===== config.mk =====
export PLATFORM = sky130hd
export DESIGN_NAME = btr_front
export DESIGN_NICKNAME = d
export VERILOG_FILES = /design/src/rtl/btr_pkg.sv /design/src/rtl/btr_front.sv
export SDC_FILE = /design/constraint.sdc
export NUM_CORES = 1
export LEC_CHECK = 0
export BUFFER_PORTS_ARGS = -buffer_cell sky130_fd_sc_hd__buf_2
export CAP_MARGIN = 20
export CORE_MARGIN = 2
export CORE_UTILIZATION = 24
export DETAILED_ROUTE_END_ITERATION = 7
export PLACE_DENSITY = 0.79
export SLEW_MARGIN = 10
export SYNTH_ARGS = -nofsm -noshare
export SYNTH_HDL_FRONTEND = slang
export SYNTH_SLANG_ARGS = --single-unit

===== constraint.sdc =====
create_clock -name vclk -period 1.16
set_input_delay 0.058 -clock vclk [all_inputs]
set_output_delay 0.058 -clock vclk [all_outputs]
set_load 0.01 [all_outputs]

===== src/rtl/btr_pkg.sv =====
`timescale 1ns / 1ps
// ----------------------------------------------------------------------------
// btr_pkg: shared types and constants of the bitmap font text rasterizer
// Item record between front end and back end, state encoding, register map.
// ----------------------------------------------------------------------------
package btr_pkg;

    // field widths
    localparam int ROW_W    = 3;
    localparam int BITS_W   = 8;
    localparam int CODE_W   = 8;
    localparam int SLOT_W   = 8;
    localparam int ORIGIN_W = 12;
    localparam int COORD_W  = 13;
    localparam int LINE_W   = 12;
    localparam int ADDR_W   = 32;
    localparam int PROD_W   = 26;

    // font slot holds eight rows whatever the glyph height
    localparam int ROWS_PER_SLOT = 8;

    // character codes
    localparam logic [CODE_W-1:0] FIRST_CODE   = 8'h20;
    localparam logic [CODE_W-1:0] NEWLINE_CODE = 8'h0A;

    // blank space between glyphs and between lines
    localparam int GAP = 2;

    // operation codes of an input item
    localparam logic OP_LOAD = 1'b0;
    localparam logic OP_DRAW = 1'b1;

    // configuration register map
    localparam int   CFG_IDX_W        = 1;
    localparam int   CFG_DATA_W       = 32;
    localparam logic REG_SCREEN_WIDTH = 1'b0;
    localparam logic REG_FRAME_BASE   = 1'b1;

    localparam logic [COORD_W-1:0] SCREEN_WIDTH_RST = 13'd800;
    localparam logic [ADDR_W-1:0]  FRAME_BASE_RST   = 32'h0000_0000;

    // item queue, depth a power of two so the pointers wrap
    localparam int Q_DEPTH = 2;
    localparam int Q_PTR_W = 1;

    typedef enum logic [2:0] {
        ITEM_LOAD,
        ITEM_SKIP,
        ITEM_NEWLINE,
        ITEM_BLANK,
        ITEM_GLYPH
    } item_kind_t;

    typedef struct packed {
        item_kind_t          kind;
        logic [SLOT_W-1:0]   glyph;
        logic [ROW_W-1:0]    row;
        logic [BITS_W-1:0]   bits;
        logic [ORIGIN_W-1:0] origin_x;
        logic [ORIGIN_W-1:0] origin_y;
        logic                first;
    } item_t;

    typedef enum logic [2:0] {
        ST_IDLE,
        ST_ROW,
        ST_FETCH,
        ST_BASE,
        ST_COL,
        ST_FLUSH
    } back_state_t;

    typedef struct packed {
        logic idle;
        logic hold_valid;
        logic halted;
    } back_status_t;

endpackage


===== src/rtl/btr_front.sv =====
`timescale 1ns / 1ps
// ----------------------------------------------------------------------------
// btr_front: input item decoder
// Sorts each input item into load, ignored load, newline, blank or glyph.
// ----------------------------------------------------------------------------
module btr_front #(
    parameter int GLYPH_COUNT = 96
) (
    input  logic                            s_valid,
    output logic                            s_ready,
    input  logic                            s_operation,
    input  logic [6:0]                      s_glyph_index,
    input  logic [btr_pkg::ROW_W-1:0]       s_glyph_row,
    input  logic [btr_pkg::BITS_W-1:0]      s_glyph_row_bits,
    input  logic [btr_pkg::CODE_W-1:0]      s_char_code,
    input  logic [btr_pkg::ORIGIN_W-1:0]    s_origin_x,
    input  logic [btr_pkg::ORIGIN_W-1:0]    s_origin_y,
    input  logic                            s_first_of_string,
    output logic                            push_valid,
    output btr_pkg::item_t                  push_item,
    input  logic                            push_ready
);

    localparam logic [8:0] COUNT9 = 9'(GLYPH_COUNT);

    logic [8:0] code_off;
    logic       code_in_font;
    logic       load_in_font;

    // offset of the character code into the font
    assign code_off     = {1'b0, s_char_code} - {1'b0, btr_pkg::FIRST_CODE};
    assign code_in_font = (s_char_code >= btr_pkg::FIRST_CODE) && (code_off < COUNT9);
    assign load_in_font = {2'b00, s_glyph_index} < COUNT9;

    // item classification
    always_comb begin
        push_item          = '0;
        push_item.row      = s_glyph_row;
        push_item.bits     = s_glyph_row_bits;
        push_item.origin_x = s_origin_x;
        push_item.origin_y = s_origin_y;
        push_item.first    = s_first_of_string;
        if (s_operation == btr_pkg::OP_LOAD) begin
            push_item.glyph = {1'b0, s_glyph_index};
            push_item.kind  = load_in_font ? btr_pkg::ITEM_LOAD : btr_pkg::ITEM_SKIP;
        end else if (s_char_code == btr_pkg::NEWLINE_CODE) begin
            push_item.glyph = '0;
            push_item.kind  = btr_pkg::ITEM_NEWLINE;
        end else if (code_in_font) begin
            push_item.glyph = code_off[btr_pkg::SLOT_W-1:0];
            push_item.kind  = btr_pkg::ITEM_GLYPH;
        end else begin
            push_item.glyph = '0;
            push_item.kind  = btr_pkg::ITEM_BLANK;
        end
    end

    // input transfer goes straight into the queue
    assign push_valid = s_valid;
    assign s_ready    = push_ready;

endmodule


---- After elaboration in Yosys (flattened, before gate mapping) ----
Cells that the tools add are included.
word-level totals
  logic and storage cells ................. 10
  input port bits ......................... 54
  bits in registers ....................... 0
  output and inout port bits .............. 49
cells by class
  eq/ne operators ......................... 1
  magnitude comparators ................... 3
  add/subtract/negate cells ............... 1
  mux-type cells .......................... 4
  reduce and logical (&&, ||, !) cells .... 1
operator list
  kind                   number
  $mux W11               3
  $lt A9 B7 Y1 const B   1
  $sub A8 B6 Y9 const B  1
  $eq A8 B4 Y1 const B   1
  $ge A8 B6 Y1 const B   1
  $lt A7 B7 Y1 const B   1
  $logic_and A1 B1 Y1    1
  $mux W1                1

---- Logic depth before layout (Yosys ltp) ----
Gate-level depths: netlist of run 1.
  depth after elaboration ................. 6
  gate-level depth with buffers ........... 7
  gate-level depth less buffers ........... 6

---- Worst setup path before layout of run 1 ----
OpenSTA, ideal clock, no wires.
  kind .................................... input port to output port
  from .................................... in s_char_code[5] (netlist name)
  to ...................................... out push_item[44] (netlist name)
  stages .................................. 7
  buffers on the path ..................... 1
  arrival time ............................ 1264 ps
  required time ........................... 1102 ps
  setup slack ............................. -162 ps
  cell sequence ........................... inv_1 -> ha_1 -> ha_1 -> nand2b_1 -> a221o_1 -> buf_6 -> a32o_1
RTL lines
  element      line             source
  from (decl)  btr_front.sv:15  input logic [btr_pkg::CODE_W-1:0] s_char_code,
  to (decl)    btr_front.sv:20  output btr_pkg::item_t push_item,

==> results.sh, run 1 <==
export IMPL_status="finished, violations left"
export IMPL_violations="negative setup slack"
export IMPL_setup_violations_final=10
export IMPL_place_ws_ns=-0.396
export IMPL_critPathLaunchType="input pin"
export IMPL_final_setup_tns_ns=-2.77
export IMPL_finalCriticalPeriod_ns=1.47
export IMPL_ys_warn_count=0
export IMPL_final_area_um2=641
export IMPL_finalHoldViolations=0
export IMPL_ys_types=19
export IMPL_ant_nets=0
export IMPL_p_switching_mw=0.111
export IMPL_fmax_mhz=679
export IMPL_mostFrequentLayoutCells="20 x buf_2, 10 x buf_4, 7 x nand2_1"
export IMPL_arrival_ns=1.41
export IMPL_antenna_found_initial=0
export IMPL_hold_end="push_item[12]"
export IMPL_layout_commonest_cell="buf_2"
export IMPL_nClkBuffers=0
export IMPL_grtUsageTotal_pct=8.06
export IMPL_synth_avg_cell_area_um2=7.21
export IMPL_drc_errors=0
export IMPL_maxSlewViolCount=0
export IMPL_rsz0062_at_grt="yes"
export IMPL_power_density_nw_per_um2=386
export IMPL_globalplace_congestion=0.656
export IMPL_crit_type="input pin to output pin"
export IMPL_via_count=415
export IMPL_yosysSeqAreaShare_pct=0
export IMPL_layout_drive_gt1_share_pct=72.2
export IMPL_diodes=0
export IMPL_vias_per_cell=4.15
export IMPL_first_pass_iters=2
export IMPL_grt_max_degree=11
export IMPL_holdCritStartpoint="s_origin_y[11]"
export IMPL_start_util_pct=24.9
export IMPL_grt_pass1_vias=427
export IMPL_whs_path_depth=0
export IMPL_fill_cells=241
export IMPL_grt_overflow_total=0
export IMPL_placed_area_um2=528
export IMPL_max_cap_violations=0
export IMPL_worstSetupEndpointType="output pin"
export IMPL_p_sw_share_pct=44.8
export IMPL_cts_hold_buffers=0
export IMPL_critPathRequiredTime_ns=1.10
export IMPL_grt_pass1_wl_um=1730
export IMPL_drtIter0Drc=8
export IMPL_wire_per_inst_um=11.6
export IMPL_irDropWorstVdd_mv=0.130
export IMPL_syn_nets=133
export IMPL_pwr_share_clk_pct=0
export IMPL_numPortBuffers=26
export IMPL_rows=17
export IMPL_dpl_hpwl_um=974
export IMPL_p_leak_nw=0.312
export IMPL_min_path_type="input pin to output pin"
export IMPL_period_share_pct=127
export IMPL_fp_dieH_um=51.5
export IMPL_p_comb_share_pct=100.0
export IMPL_p_seq_share_pct=0
export IMPL_area_growth_pct=18.5
export IMPL_die_x_um=51.5
export IMPL_nNetsFinal=132
export IMPL_pin_count=103
export IMPL_mappedNetlistArea_um2=541
export IMPL_dieArea_um2=2650
export IMPL_flops_and_latches=0
export IMPL_wirelength_um=1160
export IMPL_fin_ws_ns=-0.312
export IMPL_coreArea_um2=2170
export IMPL_synthCells=75
export IMPL_hold_slack_ns=0.116
export IMPL_p_int_mw=0.136
export IMPL_regArea_um2=0
export IMPL_cp_max_fo=5
[worst max-delay path, cell delays in order]
cell	delay (ns)
buf_8	0.10
nor4_4	0.28
nand3_1	0.10
a221o_1	0.45
a32o_2	0.31
buf_6	0.12
[power by group through the flow]
stage	Combinational [mW]	Sequential (mW)	Clock (mW)
3_5_place_dp	0.199	0	0
4_1_cts	0.236	0	0
2_1_floorplan	0.236	0	0
5_1_grt	0.269	0	0
6_report	0.247	0	0
3_3_place_gp	0.195	0	0
[worst max-delay path by stage]
stage,startpoint,to,slack [ns],depth (start not counted)
after floorplan,s_char_code[6],push_item[44],-0.08,7
after global placement,s_char_code[6],push_item[40],-0.37,9
after detailed placement,s_char_code[6],push_item[40],-0.40,9
after CTS,s_char_code[6],push_item[44],-0.30,8
after global routing,s_char_code[2],push_item[44],-0.38,6
final,s_char_code[2],push_item[44],-0.31,6
[what timing repair did]
item / in CTS / in global routing
pin swaps: 7 / 8
endpoints found under the setup margin: 10 / 10
resized for setup: 16 / 7
setup buffers: 1 / 1
[layout make-up]
class              count  area [µm²]  area share [%]
repair buffers        38         282            43.9
multi-input cells     30         289            45.1
well taps             28        35.0            5.47
inverters              4        35.0            5.47
[Yosys cell counts, drive strengths merged]
master / number / area share (%)
nor4: 1 / 2.3
conb: 1 / 0.69
o2bb2ai: 5 / 8.1
nand4: 1 / 1.2
clkbuf: 1 / 0.69
ha: 4 / 9.3
nand3: 1 / 0.93
a32o: 1 / 1.9
o21bai: 1 / 1.4
buf: 40 / 56
o31ai: 1 / 2.3
nand2b: 1 / 1.2
nor2b: 1 / 1.2
nand2: 7 / 4.9
a221o: 1 / 1.9
nor2: 3 / 2.1
inv: 4 / 2.8
and2: 1 / 1.2
[cells by family (layout without fill, tap and decap cells)]
family	Yosys count	count (layout)	share of synthesized area, %
buf+inv	45	42	59.7
simple gates	16	16	14.8
fa+ha+maj	4	4	9.26
other cells	1	1	0.694
compound gates	9	9	15.5
[metal layers]
metal  part of all wire, %  vias to the layer above  GRT usage, %
li1                      -                      202             -
met1                    34                      176          7.37
met2                    47                       27          14.3
met3                    16                       10          4.09
met4                   3.3                        0          4.39
met5                     0                        -             0
[stage by stage]
step           power [mW]  util (%)  std cells
2_1_floorplan       0.236         -         75
3_3_place_gp        0.195      24.3         98
6_report            0.247      29.5        100
3_5_place_dp        0.199      24.3         98
5_1_grt             0.269      29.5        100
4_1_cts             0.236      27.7         99
Note: power is estimated with default switching activity, not from simulation.
==> inputs of run 2 (changes only) <==
--- a/config.mk
+++ b/config.mk
@@ -8,9 +8,9 @@
 export BUFFER_PORTS_ARGS = -buffer_cell sky130_fd_sc_hd__buf_2
 export CAP_MARGIN = 20
 export CORE_MARGIN = 2
-export CORE_UTILIZATION = 24
+export CORE_UTILIZATION = 29
 export DETAILED_ROUTE_END_ITERATION = 7
-export PLACE_DENSITY = 0.79
+export PLACE_DENSITY = 0.9
 export SLEW_MARGIN = 10
 export SYNTH_ARGS = -nofsm -noshare
 export SYNTH_HDL_FRONTEND = slang
==> constraint.sdc (replaced) <==
create_clock -name vclk -period 1.85
set_input_delay 0.0925 -clock vclk [all_inputs]
set_output_delay 0.0925 -clock vclk [all_outputs]
set_load 0.01 [all_outputs]
==> run 2 against run 1 <==
Net effect:
- largest cell class unchanged
- combinational power shrank 63%
- the run now ends clean
- total power shrank 63%
- design area shrank 38%
- setup slack gained 0.47 ns
- wire length shrank 11%
- die area shrank 16%
- critical path depth grew 2
- worst hold slack gained 0.069 ns
- clock-buffer cell count is the same
- sequential share of layout area is the same
==> results.sh, run 2 (synthesized netlist as in run 1, its figures left out) <==
export IMPL_finalHoldViolations=0
export IMPL_dpl_hpwl_um=884
export IMPL_start_util_pct=31.0
export IMPL_p_sw_share_pct=54.4
export IMPL_nClkBuffers=0
export IMPL_layout_commonest_cell="buf_2"
export IMPL_nNetsFinal=120
export IMPL_ant_nets=0
export IMPL_whs_path_depth=0
export IMPL_fmax_mhz=590
export IMPL_pin_count=103
export IMPL_hold_end="push_item[11]"
export IMPL_grt_pass1_vias=347
export IMPL_grt_max_degree=11
export IMPL_cts_resized=0
export IMPL_drc_errors=0
export IMPL_worstSetupEndpointType="output pin"
export IMPL_max_cap_violations=0
export IMPL_arrival_ns=1.60
export IMPL_wire_per_inst_um=12.2
export IMPL_irDropWorstVdd_mv=0.0919
export IMPL_vias_per_cell=4.45
export IMPL_place_ws_ns=0.141
export IMPL_rsz0062_at_grt="no"
export IMPL_p_int_mw=0.0421
export IMPL_grtUsageTotal_pct=8.29
export IMPL_min_path_type="input pin to output pin"
export IMPL_grt_pass1_wl_um=1430
export IMPL_final_setup_tns_ns=0
export IMPL_fill_cells=206
export IMPL_first_pass_iters=3
export IMPL_crit_type="input pin to output pin"
export IMPL_diodes=0
export IMPL_die_x_um=47.2
export IMPL_fp_dieH_um=47.2
export IMPL_power_density_nw_per_um2=234
export IMPL_maxSlewViolCount=0
export IMPL_drtIter0Drc=1
export IMPL_fin_cells=85
export IMPL_coreArea_um2=1750
export IMPL_period_share_pct=91.6
export IMPL_dieArea_um2=2230
export IMPL_p_seq_share_pct=0
export IMPL_p_leak_nw=0.215
export IMPL_cts_setup_buffers=0
export IMPL_status="finished, final reports clean"
export IMPL_critPathLaunchType="input pin"
export IMPL_cp_max_fo=10
export IMPL_placed_cells_incl_taps=85
export IMPL_p_comb_share_pct=100.0
export IMPL_pwr_share_clk_pct=0
export IMPL_area_growth_pct=-27.1
export IMPL_setup_violations_final=0
export IMPL_flops_and_latches=0
export IMPL_grt_overflow_total=0
export IMPL_holdCritStartpoint="s_origin_y[10]"
export IMPL_fin_ws_ns=0.156
export IMPL_mostFrequentLayoutCells="26 x buf_2, 7 x nand2_1, 5 x o2bb2ai_1"
export IMPL_rows=15
export IMPL_numPortBuffers=26
export IMPL_finalCriticalPeriod_ns=1.69
export IMPL_layout_drive_gt1_share_pct=46.7
export IMPL_critPathRequiredTime_ns=1.76
export IMPL_p_switching_mw=0.0503
export IMPL_globalplace_congestion=0.797
export IMPL_via_count=378
export IMPL_multi_input_area_um2=218
export IMPL_antenna_found_initial=0
export IMPL_wirelength_um=1040
export IMPL_cts_hold_buffers=0
export IMPL_regArea_um2=0
-- run 2: changes by cell type in the layout (fill, tap and decap cells not counted), sizes merged --
cell  before  now
buf       38   26
-- run 2: worst max-delay path, stage by stage --
cell	delay, ns
buf_2	0.10
inv_1	0.06
ha_1	0.20
ha_1	0.27
nand2b_1	0.05
a221o_1	0.40
a32o_1	0.30
buf_2	0.13
-- run 2: worst max path at each step --
stage	start	to	cells past startpoint
floorplan	s_char_code[5]	push_item[44]	7
global placement	s_char_code[5]	push_item[44]	8
detailed placement	s_char_code[5]	push_item[44]	8
CTS	s_char_code[5]	push_item[44]	8
global route	s_char_code[5]	push_item[44]	8
finish	s_char_code[5]	push_item[44]	8
-- run 2: layout make-up --
cell class                 instances  area share [%]
multi-input combinational         30            55.2
inverter                           4            3.81
timing repair buffer              26            33.0
tap                               25            7.94
-- run 2: per-stage QoR --
| step | util (%) | power (mW) | hold WS [ns] | area [µm²] |
|---|---|---|---|---|
| after detailed placement | 22.6 | 0.0931 | 0.185 | 394 |
| after floorplan | - | 0.141 | 0.277 | 541 |
| after CTS | 22.6 | 0.0935 | 0.185 | 394 |
| after global routing | 22.6 | 0.103 | 0.185 | 394 |
| final | 22.6 | 0.0924 | 0.185 | 394 |
| after global placement | 22.6 | 0.0901 | 0.185 | 394 |
-- run 2: power groups by stage --
stage	Sequential [mW]	Clock [mW]	Combinational [mW]
after floorplan	0	0	0.141
after global placement	0	0	0.0901
after detailed placement	0	0	0.0931
after CTS	0	0	0.0935
after global routing	0	0	0.103
final	0	0	0.0924
-- run 2: per-layer routing --
| metal | global-route usage (%) | wire [µm] | vias to the layer above | part of all wire [%] |
|---|---|---|---|---|
| li1 | - | - | 174 | - |
| met1 | 8.99 | 339 | 167 | 33 |
| met2 | 12.9 | 435 | 25 | 42 |
| met3 | 3.08 | 208 | 12 | 20 |
| met4 | 6.67 | 53 | 0 | 5.1 |
| met5 | 0 | 0 | - | 0 |
==> inputs of run 3 (changes only) <==
--- a/config.mk
+++ b/config.mk
@@ -10,7 +10,9 @@
 export CORE_MARGIN = 2
 export CORE_UTILIZATION = 29
 export DETAILED_ROUTE_END_ITERATION = 7
+export GPL_TIMING_DRIVEN = 0
 export PLACE_DENSITY = 0.9
+export REMOVE_ABC_BUFFERS = 1
 export SLEW_MARGIN = 10
 export SYNTH_ARGS = -nofsm -noshare
 export SYNTH_HDL_FRONTEND = slang
==> run 3 against run 2 <==
Net effect:
- via count up 13%
- maximum frequency decreased by 1.1%
- die area unchanged
- global-route usage up 17 points
- wire length grew to 2.8 times the previous value
- total power grew 0.61%
- combinational power increased by 0.6%
- setup slack worse by 0.019 ns
- non-clock buffer count stayed put
- clock-buffer cell count unchanged
- utilization stayed put
- largest cell class unchanged
==> results.sh, run 3 (synthesized netlist as in run 1, its figures left out) <==
export IMPL_status="finished, final reports clean"
export IMPL_finalPower_mw=0.0930
export IMPL_cts_hold_buffers=0
export IMPL_holdCritStartpoint="s_glyph_row_bits[2]"
export IMPL_coreArea_um2=1750
export IMPL_irDropWorstVdd_mv=0.0504
export IMPL_dpl_hpwl_um=2870
export IMPL_maxSlewViolCount=0
export IMPL_fill_cells=195
export IMPL_wire_per_inst_um=34.7
export IMPL_multi_input_area_um2=218
export IMPL_cts_resized=0
export IMPL_globalplace_congestion=0.846
export IMPL_regArea_um2=0
export IMPL_numPortBuffers=26
export IMPL_first_pass_iters=3
export IMPL_grt_pass1_wl_um=3360
export IMPL_ant_nets=0
export IMPL_fp_dieH_um=47.2
export IMPL_route_met2_wl_um=1630
export IMPL_grtUsageTotal_pct=25.5
export IMPL_cts_setup_buffers=0
export IMPL_nNetsFinal=120
export IMPL_routed_top_layer="met4"
export IMPL_rsz0062_at_grt="no"
export IMPL_worstSetupEndpointType="output pin"
export IMPL_wirelength_um=2950
export IMPL_flops_and_latches=0
export IMPL_start_util_pct=31.0
export IMPL_min_path_type="input pin to output pin"
export IMPL_crit_slowest_cell="a221o_1"
export IMPL_crit_type="input pin to output pin"
export IMPL_arrival_ns=1.62
export IMPL_antenna_found_initial=0
export IMPL_hold_end="push_item[27]"
export IMPL_finalCriticalPeriod_ns=1.71
export IMPL_drc_errors=0
export IMPL_grt_max_degree=11
export IMPL_diodes=0
export IMPL_power_density_nw_per_um2=236
export IMPL_vias_per_cell=5.05
export IMPL_area_growth_pct=-27.1
export IMPL_grt_pass1_vias=387
export IMPL_layout_commonest_cell="buf_2"
export IMPL_route_met3_wl_um=865
export IMPL_whs_path_depth=0
export IMPL_critPathLaunchType="input pin"
export IMPL_layout_drive_gt1_share_pct=46.7
export IMPL_critPathMaxStageDelay_ns=0.41
export IMPL_via_count=429
export IMPL_fmax_mhz=584
export IMPL_rows=15
export IMPL_crit_chain="buf_2 -> inv_1 -> ha_1 -> ha_1 -> nand2b_1 -> a221o_1 -> a32o_1 -> buf_2"
export IMPL_critPathRequiredTime_ns=1.76
export IMPL_nClkBuffers=0
export IMPL_max_cap_violations=0
export IMPL_period_share_pct=92.6
export IMPL_die_x_um=47.2
export IMPL_finalHoldViolations=0
export IMPL_final_setup_tns_ns=0
export IMPL_setup_violations_final=0
export IMPL_p_leak_nw=0.215
export IMPL_cp_max_fo=10
export IMPL_grt_overflow_total=0
export IMPL_mostFrequentLayoutCells="26 x buf_2, 7 x nand2_1, 5 x o2bb2ai_1"
export IMPL_drtIter0Drc=3
export IMPL_met1_length_um=386
export IMPL_dieArea_um2=2230
export IMPL_pin_count=103
-- run 3: cell counts in the layout (fill, tap and decap cells not counted) --
Identical to the previous run, type by type.
-- run 3: power by group --
group          internal [mW]  switching, mW
Sequential                 0              0
Combinational         0.0421         0.0509
Clock                      0              0
Total                 0.0421         0.0509
-- run 3: how the worst max path moves through the flow --
stage | from | to | depth (start not counted)
floorplan | s_char_code[5] | push_item[44] | 6
global placement | s_char_code[5] | push_item[44] | 8
detailed placement | s_char_code[5] | push_item[44] | 8
CTS | s_char_code[5] | push_item[44] | 8
global route | s_char_code[5] | push_item[44] | 8
finish | s_char_code[5] | push_item[44] | 8
-- run 3: stage by stage --
stage | hold slack [ns] | worst slack [ns] | cell area [µm²] | std cells | utilization [%]
2_1_floorplan | 0.185 | 0.451 | 233 | 34 | -
6_report | 0.185 | 0.138 | 394 | 85 | 22.6
3_3_place_gp | 0.185 | 0.183 | 394 | 85 | 22.6
3_5_place_dp | 0.185 | 0.129 | 394 | 85 | 22.6
4_1_cts | 0.185 | 0.133 | 394 | 85 | 22.6
5_1_grt | 0.185 | 0.0465 | 394 | 85 | 22.6
-- run 3: critical path: cells and delay by family --
| kind | cells | cell delay, ns |
|---|---|---|
| AOI/OAI and AO/OA | 2 | 0.71 |
| adders and majority gates | 2 | 0.47 |
| and+or+nand+nor | 1 | 0.05 |
| buffers and inverters | 3 | 0.31 |
-- run 3: final cells by class --
| type | count | area share, % |
|---|---|---|
| tap | 25 | 7.94 |
| multi-input combinational | 30 | 55.2 |
| inverter | 4 | 3.81 |
| timing repair buffer | 26 | 33.0 |
-- run 3: routing by layer --
layer,vias to the layer above,GRT usage [%]
li1,174,-
met1,168,7.87
met2,81,52.3
met3,6,34.6
met4,0,5.00
met5,-,10.0
