==> src/rtl/btr_pkg.sv <==
`timescale 1ns / 1ps
// ----------------------------------------------------------------------------
// btr_pkg: shared types and constants of the bitmap font text rasterizer
// Item record between front end and back end, state encoding, register map.
// ----------------------------------------------------------------------------
package btr_pkg;

    // field widths
    localparam int ROW_W    = 3;
    localparam int BITS_W   = 8;
    localparam int CODE_W   = 8;
    localparam int SLOT_W   = 8;
    localparam int ORIGIN_W = 12;
    localparam int COORD_W  = 13;
    localparam int LINE_W   = 12;
    localparam int ADDR_W   = 32;
    localparam int PROD_W   = 26;

    // font slot holds eight rows whatever the glyph height
    localparam int ROWS_PER_SLOT = 8;

    // character codes
    localparam logic [CODE_W-1:0] FIRST_CODE   = 8'h20;
    localparam logic [CODE_W-1:0] NEWLINE_CODE = 8'h0A;

    // blank space between glyphs and between lines
    localparam int GAP = 2;

    // operation codes of an input item
    localparam logic OP_LOAD = 1'b0;
    localparam logic OP_DRAW = 1'b1;

    // configuration register map
    localparam int   CFG_IDX_W        = 1;
    localparam int   CFG_DATA_W       = 32;
    localparam logic REG_SCREEN_WIDTH = 1'b0;
    localparam logic REG_FRAME_BASE   = 1'b1;

    localparam logic [COORD_W-1:0] SCREEN_WIDTH_RST = 13'd800;
    localparam logic [ADDR_W-1:0]  FRAME_BASE_RST   = 32'h0000_0000;

    // item queue, depth a power of two so the pointers wrap
    localparam int Q_DEPTH = 2;
    localparam int Q_PTR_W = 1;

    typedef enum logic [2:0] {
        ITEM_LOAD,
        ITEM_SKIP,
        ITEM_NEWLINE,
        ITEM_BLANK,
        ITEM_GLYPH
    } item_kind_t;

    typedef struct packed {
        item_kind_t          kind;
        logic [SLOT_W-1:0]   glyph;
        logic [ROW_W-1:0]    row;
        logic [BITS_W-1:0]   bits;
        logic [ORIGIN_W-1:0] origin_x;
        logic [ORIGIN_W-1:0] origin_y;
        logic                first;
    } item_t;

    typedef enum logic [2:0] {
        ST_IDLE,
        ST_ROW,
        ST_FETCH,
        ST_BASE,
        ST_COL,
        ST_FLUSH
    } back_state_t;

    typedef struct packed {
        logic idle;
        logic hold_valid;
        logic halted;
    } back_status_t;

endpackage

==> src/rtl/btr_queue.sv <==
`timescale 1ns / 1ps
// ----------------------------------------------------------------------------
// btr_queue: short item queue
// Decouples the decoder from the drawing engine so each can stall alone.
// ----------------------------------------------------------------------------
module btr_queue (
    input  logic           aclk,
    input  logic           aresetn,
    input  logic           push_valid,
    input  btr_pkg::item_t push_item,
    output logic           push_ready,
    output logic           pop_valid,
    output btr_pkg::item_t pop_item,
    input  logic           pop_ready
);

    localparam logic [btr_pkg::Q_PTR_W:0] FULL_COUNT = (btr_pkg::Q_PTR_W + 1)'(btr_pkg::Q_DEPTH);

    btr_pkg::item_t                slot_reg [btr_pkg::Q_DEPTH];
    logic [btr_pkg::Q_PTR_W-1:0]   wr_ptr_reg, wr_ptr_next;
    logic [btr_pkg::Q_PTR_W-1:0]   rd_ptr_reg, rd_ptr_next;
    logic [btr_pkg::Q_PTR_W:0]     count_reg, count_next;
    logic                          do_push;
    logic                          do_pop;

    assign push_ready = count_reg != FULL_COUNT;
    assign pop_valid  = count_reg != '0;
    assign pop_item   = slot_reg[rd_ptr_reg];
    assign do_push    = push_valid && push_ready;
    assign do_pop     = pop_valid && pop_ready;

    // pointer and fill count update
    always_comb begin
        wr_ptr_next = do_push ? wr_ptr_reg + 1'b1 : wr_ptr_reg;
        rd_ptr_next = do_pop ? rd_ptr_reg + 1'b1 : rd_ptr_reg;
        count_next  = count_reg;
        if (do_push && !do_pop) begin
            count_next = count_reg + 1'b1;
        end else if (do_pop && !do_push) begin
            count_next = count_reg - 1'b1;
        end
    end

    always_ff @(posedge aclk) begin
        if (!aresetn) begin
            wr_ptr_reg <= '0;
            rd_ptr_reg <= '0;
            count_reg  <= '0;
        end else begin
            wr_ptr_reg <= wr_ptr_next;
            rd_ptr_reg <= rd_ptr_next;
            count_reg  <= count_next;
        end
    end

    // slot storage
    always_ff @(posedge aclk) begin
        if (do_push) begin
            slot_reg[wr_ptr_reg] <= push_item;
        end
    end

endmodule

==> config.mk <==
export PLATFORM = sky130hd
export DESIGN_NAME = btr_queue
export DESIGN_NICKNAME = d
export VERILOG_FILES = /design/src/rtl/btr_pkg.sv /design/src/rtl/btr_queue.sv
export SDC_FILE = /design/constraint.sdc
export NUM_CORES = 1
export LEC_CHECK = 0
export ABC_AREA = 1
export BUFFER_PORTS_ARGS = -buffer_cell sky130_fd_sc_hd__buf_2
export CAP_MARGIN = 25
export CORE_ASPECT_RATIO = 1.25
export CORE_MARGIN = 8
export CORE_UTILIZATION = 52
export CTS_CLUSTER_DIAMETER = 200
export DETAILED_ROUTE_END_ITERATION = 8
export GPL_ROUTABILITY_DRIVEN = 0
export HOLD_SLACK_MARGIN = 0.05
export PLACE_DENSITY = 0.78
export REMOVE_ABC_BUFFERS = 1
export SYNTH_ARGS = -nofsm -noshare
export SYNTH_HDL_FRONTEND = slang
export SYNTH_SLANG_ARGS = --single-unit
export TNS_END_PERCENT = 1
==> constraint.sdc <==
create_clock -name aclk -period 3.55 [get_ports aclk]
set_input_delay 0.71 -clock aclk [delete_from_list [all_inputs] [get_ports aclk]]
set_output_delay 0.71 -clock aclk [all_outputs]
set_load 0.02 [all_outputs]
Word level (Yosys, flattened, before mapping)
Memories as Yosys holds them, arrays and structs flattened. A register that Yosys moved wholly into a read port is not among the register bits.
Cells that the tools add are included.
{ "word_totals": {"regBits": 4, "out_inout_bits": 49, "in_bits": 51, "ram_bits": 94, "memories": 1, "wordCells": 23} }
{ "mem_list": {"columns": ["memory", "words", "width", "rd", "rd_ports_with_merged_regs", "write_ports", "line_no", "text"], "rows": [
  ["slot_reg", 2, 47, 1, 1, 1, "btr_queue.sv:19", "btr_pkg::item_t slot_reg [btr_pkg::Q_DEPTH];"]
]} }
{ "classes": {"reduce_logical": 8, "muxes": 6, "addsub": 4, "n_eq_ne": 1} }
{ "op_table": {"columns": ["cell", "count"], "rows": [
  ["1-bit logical AND", 4],
  ["1-bit 2-to-1 mux", 4],
  ["2-bit 2-to-1 mux", 2],
  ["2-bit nonzero test", 2],
  ["1-bit adder, second input constant", 2],
  ["2-bit by 1-bit adder with 2-bit output, second input constant", 1],
  ["1-bit logical NOT", 2],
  ["2-bit != test, second input constant", 1],
  ["2-bit by 1-bit subtractor with 2-bit output, second input constant", 1]
]} }

Logic depth before layout (Yosys ltp)
Gate-level depths: netlist of the first run.
{ "depth": {"depth_word": 6, "ltp_mapped": 11} }

Worst setup path before layout of the first run
No wires, ideal clock.
{ "synth_timing": {"kind": "input to register", "start": "in push_valid", "end": "mem slot_reg[0][0] (netlist bit), enable pin", "path_buffers": 0, "cell_stages": 2, "arrival_time_ns": 2.782, "slack_ns": 0.316, "path_cell_list": "nand2_1 -> nor2_1"} }
{ "synth_between": {"elab_chain_len": 3} }
{ "synth_rtl": {"columns": ["item", "line_no", "text"], "rows": [
  ["start, declared", "btr_queue.sv:9", "input logic push_valid,"],
  ["1-bit logical AND", "btr_queue.sv:29", "assign do_push = push_valid && push_ready;"],
  ["1-bit 2-to-1 mux", "btr_queue.sv:58", "if (do_push) begin"],
  ["1-bit 2-to-1 mux (implied by the code)", "btr_queue.sv:59", "slot_reg[wr_ptr_reg] <= push_item;"],
  ["end, declared", "btr_queue.sv:19", null]
]} }
No other way between the ends.

==> flow_summary.ini, run 1 <==
[drt]
detailedRoute.firstIterationViolations = 164
drt_first_pass_iters = 4
met3_wirelength_um = 418
highest-signal-layer = met4
met1Wirelength_mm = 2.344
routed-wl-met2_mm = 3.663
via_per_inst = 4.904
dr_total_vias = 1893
post_route_drc_violation_count = 0
final_antenna_net_count = 0
wl_per_cell_um = 17.00
routed_wl_mm = 6.563

[run]
max_cap_viol = 0

[setup_path]
r2r.worst_path.cells = 5
cp_data_arrival_time_ns = 1.89
worst_setup_path_end_kind = output port
startpoint_type = register
worstPathMaxFanout = 28
r2r_start = count_reg[0]
crit-reg2reg-capture = slot_reg[0][25]
timing.reg2reg.setup_slack_ns = 1.82
crit_path_required_time_ns = 2.84
timing.setup.critical_path_class = reg -> out

[floorplanning]
die_width_um = 92.01
number_of_rows_in_the_core_area = 34
dieHeight_um = 111.0
die_area_sq_um = 10210
coreArea_sq_um = 6977
floorplan.initialDensity_pct = 53.82
top_level_ports = 100

[clock_tree]
cts_tree = done
cts-root-buf = sky130_fd_sc_hd__clkbuf_8
cts.clk_slew.worst_paths_ns = 0.08
cts_max_path_buffers = 2
cts.sink_count = 99
cts_resized = 0
cts_made_buffers = 9
worstSkewPairLatency_ns = 0.35
post-cts-setup-buffer-count = 0
cts_hold_repair.buffers = 0
h_tree_level_count = 3

[global_route]
via_count_of_the_first_global_routing_pass = 2055
antenna_found_initial = 0
grt_util_all_layers_pct = 13.16
first_pass_grt_wire_length_mm = 10.20
global_route.overflow_total = 0
grt_max_degree = 48

[final_layout]
max_ffs_per_register = 94
nFillCells = 530
area_growth_pct = 21.13
post_route_cells_drive_above_1_share_pct = 56.08
n_antenna_cell = 0
final_net_count = 343
layout.cells.non_filler = 386

[timing]
final.min_clock_period_ns = 2.602
max_freq_ghz = 0.3843
number_of_pins_exceeding_their_max_slew_limit_in_the_final_report = 0
timing.final.crit_share_pct = 73.29
final_hold_violations = 0
grt_setup_unrepaired = no
final_clock_skew_ns = 0.009150
finalSetupViolCount = 0
worst_slew_pin_slew_ns = 0.6174
relSlewSlack_pct = 58.84
fin_setup_tns_ns = 0

[pwr]
finalPower_mw = 3.125
power.density_nw_per_um2 = 687.2
ir_worst_vdd_mv = 0.4522
total_leakage_power_nw = 1.787

[hold_path]
hold_path.class = reg -> reg
worstHoldEndpoint = rd_ptr_reg
hold_path_startpoint = rd_ptr_reg
hold_path_depth = 2

[placement]
placedCellCount = 370
hpwl_after_detailed_placement_mm = 4.605
port_buffers = 99

[synth]
synth.avg_cell_area_sq_um = 20.52
synthArstFlopShare_pct = 0
synth.cell_area_sq_um = 3755
synthCells = 183
synthTopCellsByArea = sky130_fd_sc_hd__edfxtp_1, sky130_fd_sc_hd__mux2_4, sky130_fd_sc_hd__mux2_2
ys.warnings.count = 0
yosys.cell_types.count = 15
post-synth-top-count-cell = sky130_fd_sc_hd__edfxtp_1
synth.top_cell.area_share_pct = 75.17
synth_common_cells = sky130_fd_sc_hd__edfxtp_1, sky130_fd_sc_hd__mux2_4, sky130_fd_sc_hd__mux2_2
yosysTopAreaCell = sky130_fd_sc_hd__edfxtp_1
synth-seq-area-share_pct = 77.84
postSynth.topFlopCell = sky130_fd_sc_hd__edfxtp_1
number_of_enable_flip_flop_cells_after_synthesis = 94
ys_ff_latch = 99

[status]
run_status = finished clean
==> worst max-delay path by stage <==
stage | start | to | cells past startpoint
2_1_floorplan | push_valid | slot_reg[0][0] | 2
3_3_place_gp | register | pop_item[42] | 3
3_5_place_dp | register | pop_item[44] | 3
4_1_cts | register | pop_item[27] | 3
5_1_grt | register | pop_item[42] | 3
6_report | register | pop_item[27] | 3
==> stage by stage <==
stage / area [sq um] / worst slack (ns) / utilization [%] / hold slack [ns]
floorplan: 3705 / 0.3159 / - / 0.4669
global placement: 4364 / 1.329 / 62.55 / 0.4799
detailed placement: 4364 / 1.311 / 62.55 / 0.4956
CTS: 4548 / 0.9096 / 65.19 / 0.5174
global route: 4548 / 0.8368 / 65.19 / 0.5140
finish: 4548 / 0.9482 / 65.19 / 0.5172
==> critical path: stages, from the launching register on <==
cell,delay [ns]
sky130_fd_sc_hd__dfxtp_2,0.71
sky130_fd_sc_hd__buf_12,0.30
sky130_fd_sc_hd__mux2_2,0.36
sky130_fd_sc_hd__buf_2,0.16
==> where the power goes <==
group | switching [mW] | internal, mW
Clock | 0.348 | 0.320
Combinational | 0.517 | 0.389
Sequential | 0.0747 | 1.48
==> area by class of cell <==
cell class / instances / area (sq um) / area share (%)
Timing Repair Buffer: 102 / 530.5 / 11.66
Inverter: 8 / 30.03 / 0.6602
Clock buffer: 10 / 127.6 / 2.806
Multi-Input combinational cell: 71 / 767.0 / 16.86
Tap cell: 90 / 112.6 / 2.476
Clock inverter: 6 / 56.30 / 1.238
Sequential cell: 99 / 2924 / 64.29
==> layer usage <==
| layer | track usage [%] | vias to the layer above |
|---|---|---|
| li1 | - | 909 |
| met1 | 12.63 | 923 |
| met2 | 23.61 | 52 |
| met3 | 4.472 | 9 |
| met4 | 7.435 | 0 |
| met5 | 0 | - |
==> cells in the final DEF (no fill, tap or decap), drive strengths merged, types with 2 or more instances in the layout <==
cell / count
clkbuf: 10
nand2: 9
edfxtp: 94
buf: 102
mux2: 47
o21ai: 2
dfxtp: 5
nor2: 8
inv: 8
clkinv: 4
==> cell families after synthesis <==
group	count (synthesis)	synth area share, %
AO/OA/AOI/OAI	4	0.5998
buffers and inverters	13	2.132
adder cells (fa/ha/maj)	1	0.3332
flip-flops	99	77.84
AND/OR/NAND/NOR	19	1.999
multiplexers	47	17.09
No activity file was read; power rests on OpenSTA's default activity.
==> inputs of run 2 (changes only) <==
--- a/config.mk
+++ b/config.mk
@@ -5,17 +5,17 @@
 export SDC_FILE = /design/constraint.sdc
 export NUM_CORES = 1
 export LEC_CHECK = 0
-export ABC_AREA = 1
+export ABC_AREA = 0
 export BUFFER_PORTS_ARGS = -buffer_cell sky130_fd_sc_hd__buf_2
 export CAP_MARGIN = 25
 export CORE_ASPECT_RATIO = 1.25
 export CORE_MARGIN = 8
-export CORE_UTILIZATION = 52
+export CORE_UTILIZATION = 46
 export CTS_CLUSTER_DIAMETER = 200
 export DETAILED_ROUTE_END_ITERATION = 8
 export GPL_ROUTABILITY_DRIVEN = 0
 export HOLD_SLACK_MARGIN = 0.05
-export PLACE_DENSITY = 0.78
+export PLACE_DENSITY = 0.73
 export REMOVE_ABC_BUFFERS = 1
 export SYNTH_ARGS = -nofsm -noshare
 export SYNTH_HDL_FRONTEND = slang
==> constraint.sdc (replaced) <==
create_clock -name aclk -period 2.3 [get_ports aclk]
set_input_delay 0.46 -clock aclk [delete_from_list [all_inputs] [get_ports aclk]]
set_output_delay 0.46 -clock aclk [all_outputs]
set_load 0.02 [all_outputs]
==> run 2 against run 1 <==
Net effect: first-iteration DRC count fell by 49%; core utilization decreased by 8.0 points; wire length down 5.3%; sequential power up 50%; setup slack worse by 0.66 ns; critical path type unchanged; non-clock buffer count rose by 3.
==> flow_summary.ini, run 2 <==
[clock_tree]
cts_made_buffers = 9
cts_max_path_buffers = 2
worstSkewPairLatency_ns = 0.34
cts.clk_slew.worst_paths_ns = 0.08
cts_resized = 0
post-cts-setup-buffer-count = 0
cts.sink_count = 99
cts_tree = done
cts_hold_repair.buffers = 0
cts-root-buf = sky130_fd_sc_hd__clkbuf_8
h_tree_level_count = 3

[timing]
worst_slew_pin_slew_ns = 0.3436
grt_setup_unrepaired = no
number_of_pins_exceeding_their_max_slew_limit_in_the_final_report = 0
timing.final.crit_share_pct = 87.40
relSlewSlack_pct = 77.09
final_hold_violations = 0
fin_setup_tns_ns = 0
final.min_clock_period_ns = 2.010
max_freq_ghz = 0.4975
final_clock_skew_ns = 0.003845
finalSetupViolCount = 0

[status]
run_status = finished clean

[global_route]
first_pass_grt_wire_length_mm = 9.860
grt_max_degree = 27
via_count_of_the_first_global_routing_pass = 2120
grt_util_all_layers_pct = 11.82
antenna_found_initial = 0
global_route.overflow_total = 0

[synth]
synth.cell_area_sq_um = 3638
ys_ff_latch = 99
ys.warnings.count = 0
synth.top_cell.area_share_pct = 77.58
number_of_enable_flip_flop_cells_after_synthesis = 94
yosysTopAreaCell = sky130_fd_sc_hd__edfxtp_1
postSynth.topFlopCell = sky130_fd_sc_hd__edfxtp_1
synthArstFlopShare_pct = 0
post-synth-top-count-cell = sky130_fd_sc_hd__edfxtp_1
synth-seq-area-share_pct = 80.33
synthTopCellsByArea = sky130_fd_sc_hd__edfxtp_1, sky130_fd_sc_hd__mux2_2, sky130_fd_sc_hd__dfxtp_1
yosys.cell_types.count = 20
synth_common_cells = sky130_fd_sc_hd__edfxtp_1, sky130_fd_sc_hd__mux2_2, sky130_fd_sc_hd__dfxtp_1
synth.avg_cell_area_sq_um = 21.40
synthCells = 170

[setup_path]
cp_cell_sequence = buf_4 > mux2_2 > buf_2
cp_data_arrival_time_ns = 1.55
crit_path_required_time_ns = 1.84
worstPathMaxFanout = 26
timing.reg2reg.setup_slack_ns = 0.69
timing.setup.critical_path_class = reg -> out
startpoint_type = register
worst_setup_path_end_kind = output port
critical_path.slowest_cell = sky130_fd_sc_hd__mux2_2
max_stage_delay_ns = 0.39
r2r.worst_path.cells = 6

[floorplanning]
top_level_ports = 100
number_of_rows_in_the_core_area = 36
dieHeight_um = 115.4
coreArea_sq_um = 7747
floorplan.initialDensity_pct = 46.96
die_area_sq_um = 11030
die_width_um = 95.55

[drt]
wl_per_cell_um = 16.32
dr_total_vias = 1867
detailedRoute.firstIterationViolations = 84
via_per_inst = 4.900
final_antenna_net_count = 0
post_route_drc_violation_count = 0
drt_first_pass_iters = 4
routed_wl_mm = 6.218

[hold_path]
hold_path_depth = 1
hold_path.class = in -> reg

[final_layout]
max_ffs_per_register = 94
nFillCells = 641
n_antenna_cell = 0
area_growth_pct = 21.87
post_route_cells_drive_above_1_share_pct = 59.09
final_net_count = 333
layout_commonest_cell = sky130_fd_sc_hd__buf_2
final_cell_mix = sky130_fd_sc_hd__buf_2, sky130_fd_sc_hd__edfxtp_1, sky130_fd_sc_hd__mux2_2

[pwr]
finalPower_mw = 4.758
ir_worst_vdd_mv = 0.8747
total_leakage_power_nw = 1.662
power.density_nw_per_um2 = 1073

[placement]
hpwl_after_detailed_placement_mm = 4.348
port_buffers = 99

[run]
max_cap_viol = 0
[run 2: cells by family after synthesis]
group,count (synthesis),share of synthesized area (%)
adders and majority gates,1,0.3438
xor gates and xnor gates,3,0.7223
DFF,99,80.33
buffers and inverters,6,1.307
and+or+nand+nor,9,1.788
AOI/OAI and AO/OA,5,0.9628
muxes,47,14.55
[run 2: stage by stage]
| stage | setup slack [ns] | instance area, sq um | cells | util (%) | hold WS [ns] |
|---|---|---|---|---|---|
| after floorplan | 0.06867 | 3595 | 165 | - | 0.5124 |
| after global placement | 0.6480 | 4257 | 365 | 54.94 | 0.5314 |
| after detailed placement | 0.6434 | 4257 | 365 | 54.94 | 0.5689 |
| after CTS | 0.2397 | 4434 | 381 | 57.24 | 0.2738 |
| after global routing | 0.2100 | 4434 | 381 | 57.24 | 0.2795 |
| final | 0.2898 | 4434 | 381 | 57.24 | 0.3008 |
[run 2: routing by layer]
metal / vias to the layer above / routed length [um] / GRT usage (%)
li1: 887 / - / -
met1: 899 / 2536 / 13.80
met2: 70 / 3011 / 18.56
met3: 11 / 521 / 3.759
met4: 0 / 148 / 7.091
met5: - / 0 / 0
[run 2: critical path: cells and delay by family, from the launching register on]
kind / cells / cell delay, ns
mux: 1 / 0.39
flops: 1 / 0.33
buf+inv: 2 / 0.47
[run 2: where the power goes]
group,internal (mW),switching [mW],leakage (nW)
logic,0.592,0.834,0.653
clock network,0.500,0.513,0.0890
registers,2.25,0.0679,0.919
[run 2: worst paths after layout]
check | startpoint | to
max | register | pop_item[21]
min | push_item[2] | slot_reg[0][2]
max reg2reg | count_reg[0] | count_reg[1]
min reg2reg | count_reg[1] | count_reg[1]
[run 2: final cells by class]
class | count | area, sq um | share of cell area [%]
Sequential cell | 99 | 2924 | 65.94
Tap cell | 95 | 118.9 | 2.681
Multi-Input combinational cell | 65 | 669.4 | 15.10
Timing Repair Buffer | 105 | 540.5 | 12.19
Inverter | 1 | 3.754 | 0.08465
Clock buffer | 13 | 138.9 | 3.132
Clock inverter | 3 | 38.79 | 0.8747
==> inputs of run 3 (changes only) <==
--- a/config.mk
+++ b/config.mk
@@ -10,12 +10,13 @@
 export CAP_MARGIN = 25
 export CORE_ASPECT_RATIO = 1.25
 export CORE_MARGIN = 8
-export CORE_UTILIZATION = 46
+export CORE_UTILIZATION = 48
+export CTS_BUF_LIST = sky130_fd_sc_hd__clkbuf_8
 export CTS_CLUSTER_DIAMETER = 200
 export DETAILED_ROUTE_END_ITERATION = 8
 export GPL_ROUTABILITY_DRIVEN = 0
 export HOLD_SLACK_MARGIN = 0.05
-export PLACE_DENSITY = 0.73
+export PLACE_DENSITY = 0.76
 export REMOVE_ABC_BUFFERS = 1
 export SYNTH_ARGS = -nofsm -noshare
 export SYNTH_HDL_FRONTEND = slang
==> run 3 against run 2 <==
Net effect: setup slack better by 0.033 ns; sequential power hardly changed; core utilization up 3.7 points; critical path type unchanged; critical path depth unchanged; clock-buffer cell count fell by 4; via count shrank 1.9%; wire length is 5.8% higher; combinational power is essentially flat; largest power group unchanged; critical endpoint is now pop_item[8]; highest routed layer unchanged.
==> flow_summary.ini, run 3 (synthesized netlist as in run 2, its figures left out) <==
[floorplanning]
number_of_rows_in_the_core_area = 35
floorplan.initialDensity_pct = 49.46
coreArea_sq_um = 7357
die_width_um = 93.87
dieHeight_um = 113.3
die_area_sq_um = 10640
top_level_ports = 100

[setup_path]
timing.setup.critical_path_class = reg -> out
worstPathMaxFanout = 47
critical_path.slowest_cell = sky130_fd_sc_hd__mux2_2
startpoint_type = register
crit_path_required_time_ns = 1.84
cp_data_arrival_time_ns = 1.52
timing.reg2reg.setup_slack_ns = 0.71
max_stage_delay_ns = 0.38
worst_setup_path_end_kind = output port
cp_cell_sequence = buf_12 > mux2_2 > buf_2

[pwr]
total_leakage_power_nw = 1.670
finalPower_mw = 4.938
ir_worst_vdd_mv = 0.7599
power.density_nw_per_um2 = 1101

[final_layout]
final_net_count = 330
final_cell_mix = sky130_fd_sc_hd__buf_2, sky130_fd_sc_hd__edfxtp_1, sky130_fd_sc_hd__mux2_2
nFillCells = 551
post_route_cells_drive_above_1_share_pct = 60.07
area_growth_pct = 23.25
layout_commonest_cell = sky130_fd_sc_hd__buf_2
n_antenna_cell = 0
multiInputGateArea_sq_um = 669.4
max_ffs_per_register = 94
regArea_sq_um = 2924

[status]
run_status = finished clean

[clock_tree]
cts_made_buffers = 9
cts_tree = done
worstSkewPairLatency_ns = 0.36
h_tree_level_count = 3
cts_max_path_buffers = 2
post-cts-setup-buffer-count = 0
cts.clk_slew.worst_paths_ns = 0.09
cts.sink_count = 99
cts_resized = 0
cts-root-buf = sky130_fd_sc_hd__clkbuf_8
cts_hold_repair.buffers = 0

[timing]
fin_setup_tns_ns = 0
grt_setup_unrepaired = no
final_clock_skew_ns = 0.008950
relSlewSlack_pct = 82.24
finalSetupViolCount = 0
timing.final.crit_share_pct = 85.96
number_of_pins_exceeding_their_max_slew_limit_in_the_final_report = 0
final_hold_violations = 0
max_freq_ghz = 0.5058
final.min_clock_period_ns = 1.977
worst_slew_pin_slew_ns = 0.2646

[placement]
port_buffers = 99
hpwl_after_detailed_placement_mm = 4.471

[drt]
detailedRoute.firstIterationViolations = 96
wl_per_cell_um = 17.55
routed_wl_mm = 6.581
final_antenna_net_count = 0
dr_total_vias = 1831
post_route_drc_violation_count = 0
drt_first_pass_iters = 4
via_per_inst = 4.883

[global_route]
antenna_found_initial = 0
via_count_of_the_first_global_routing_pass = 2062
grt_max_degree = 48
global_route.overflow_total = 0
grt_util_all_layers_pct = 12.88
first_pass_grt_wire_length_mm = 10.21

[hold_path]
hold_path.class = in -> reg

[run]
max_cap_viol = 0
-- run 3: cell count changes in the layout (fill, tap and decap cells not counted), sizes merged --
cell | previous run | this run
bufinv | 1 | 2
clkinv | 2 | 3
clkinvlp | 0 | 2
buf | 105 | 102
clkbuf | 13 | 9
-- run 3: final timing paths --
| kind | endpoint | cells past startpoint | from |
|---|---|---|---|
| setup / recovery | pop_item[8] | 3 | register |
| hold / removal | slot_reg[0][2] | 1 | push_item[2] |
| setup reg to reg | count_reg[1] | 5 | count_reg[0] |
| hold reg to reg | count_reg[1] | 2 | count_reg[1] |
-- run 3: power by group --
group / switching [mW] / internal [mW]
Combinational: 0.836 / 0.610
Clock: 0.559 / 0.608
Sequential: 0.0734 / 2.25
Total: 1.47 / 3.47
-- run 3: final cells by class --
class	instances	area share, %
Clock buffer	9	2.762
Clock inverter	7	2.065
Inverter	1	0.08371
Multi-Input combinational cell	65	14.93
Sequential cell	99	65.21
Tap cell	92	2.567
Timing Repair Buffer	102	12.39
-- run 3: critical path, delay by kind of cell, from the launching register on --
family | cells | cell delay [ns]
DFF | 1 | 0.34
muxes | 1 | 0.38
buffers and inverters | 2 | 0.41
-- run 3: stage by stage --
stage / util, % / cell area [sq um] / hold WS, ns / instances / worst slack [ns]
after floorplan: - / 3595 / 0.5124 / 165 / 0.06867
after global placement: 58.01 / 4268 / 0.5340 / 359 / 0.6918
after detailed placement: 58.01 / 4268 / 0.5655 / 359 / 0.6523
after CTS: 60.95 / 4484 / 0.2704 / 375 / 0.2995
after global routing: 60.95 / 4484 / 0.2572 / 375 / 0.2655
final: 60.95 / 4484 / 0.2880 / 375 / 0.3228
-- run 3: per-layer routing --
layer | wire length, um | global-route usage, % | vias up | part of all wire, %
met5 | 0 | 0 | - | 0
met4 | 146 | 6.469 | 0 | 2.2
met3 | 601 | 6.026 | 12 | 9.1
met2 | 3428 | 21.53 | 63 | 52
met1 | 2404 | 13.06 | 876 | 37
li1 | - | - | 880 | -
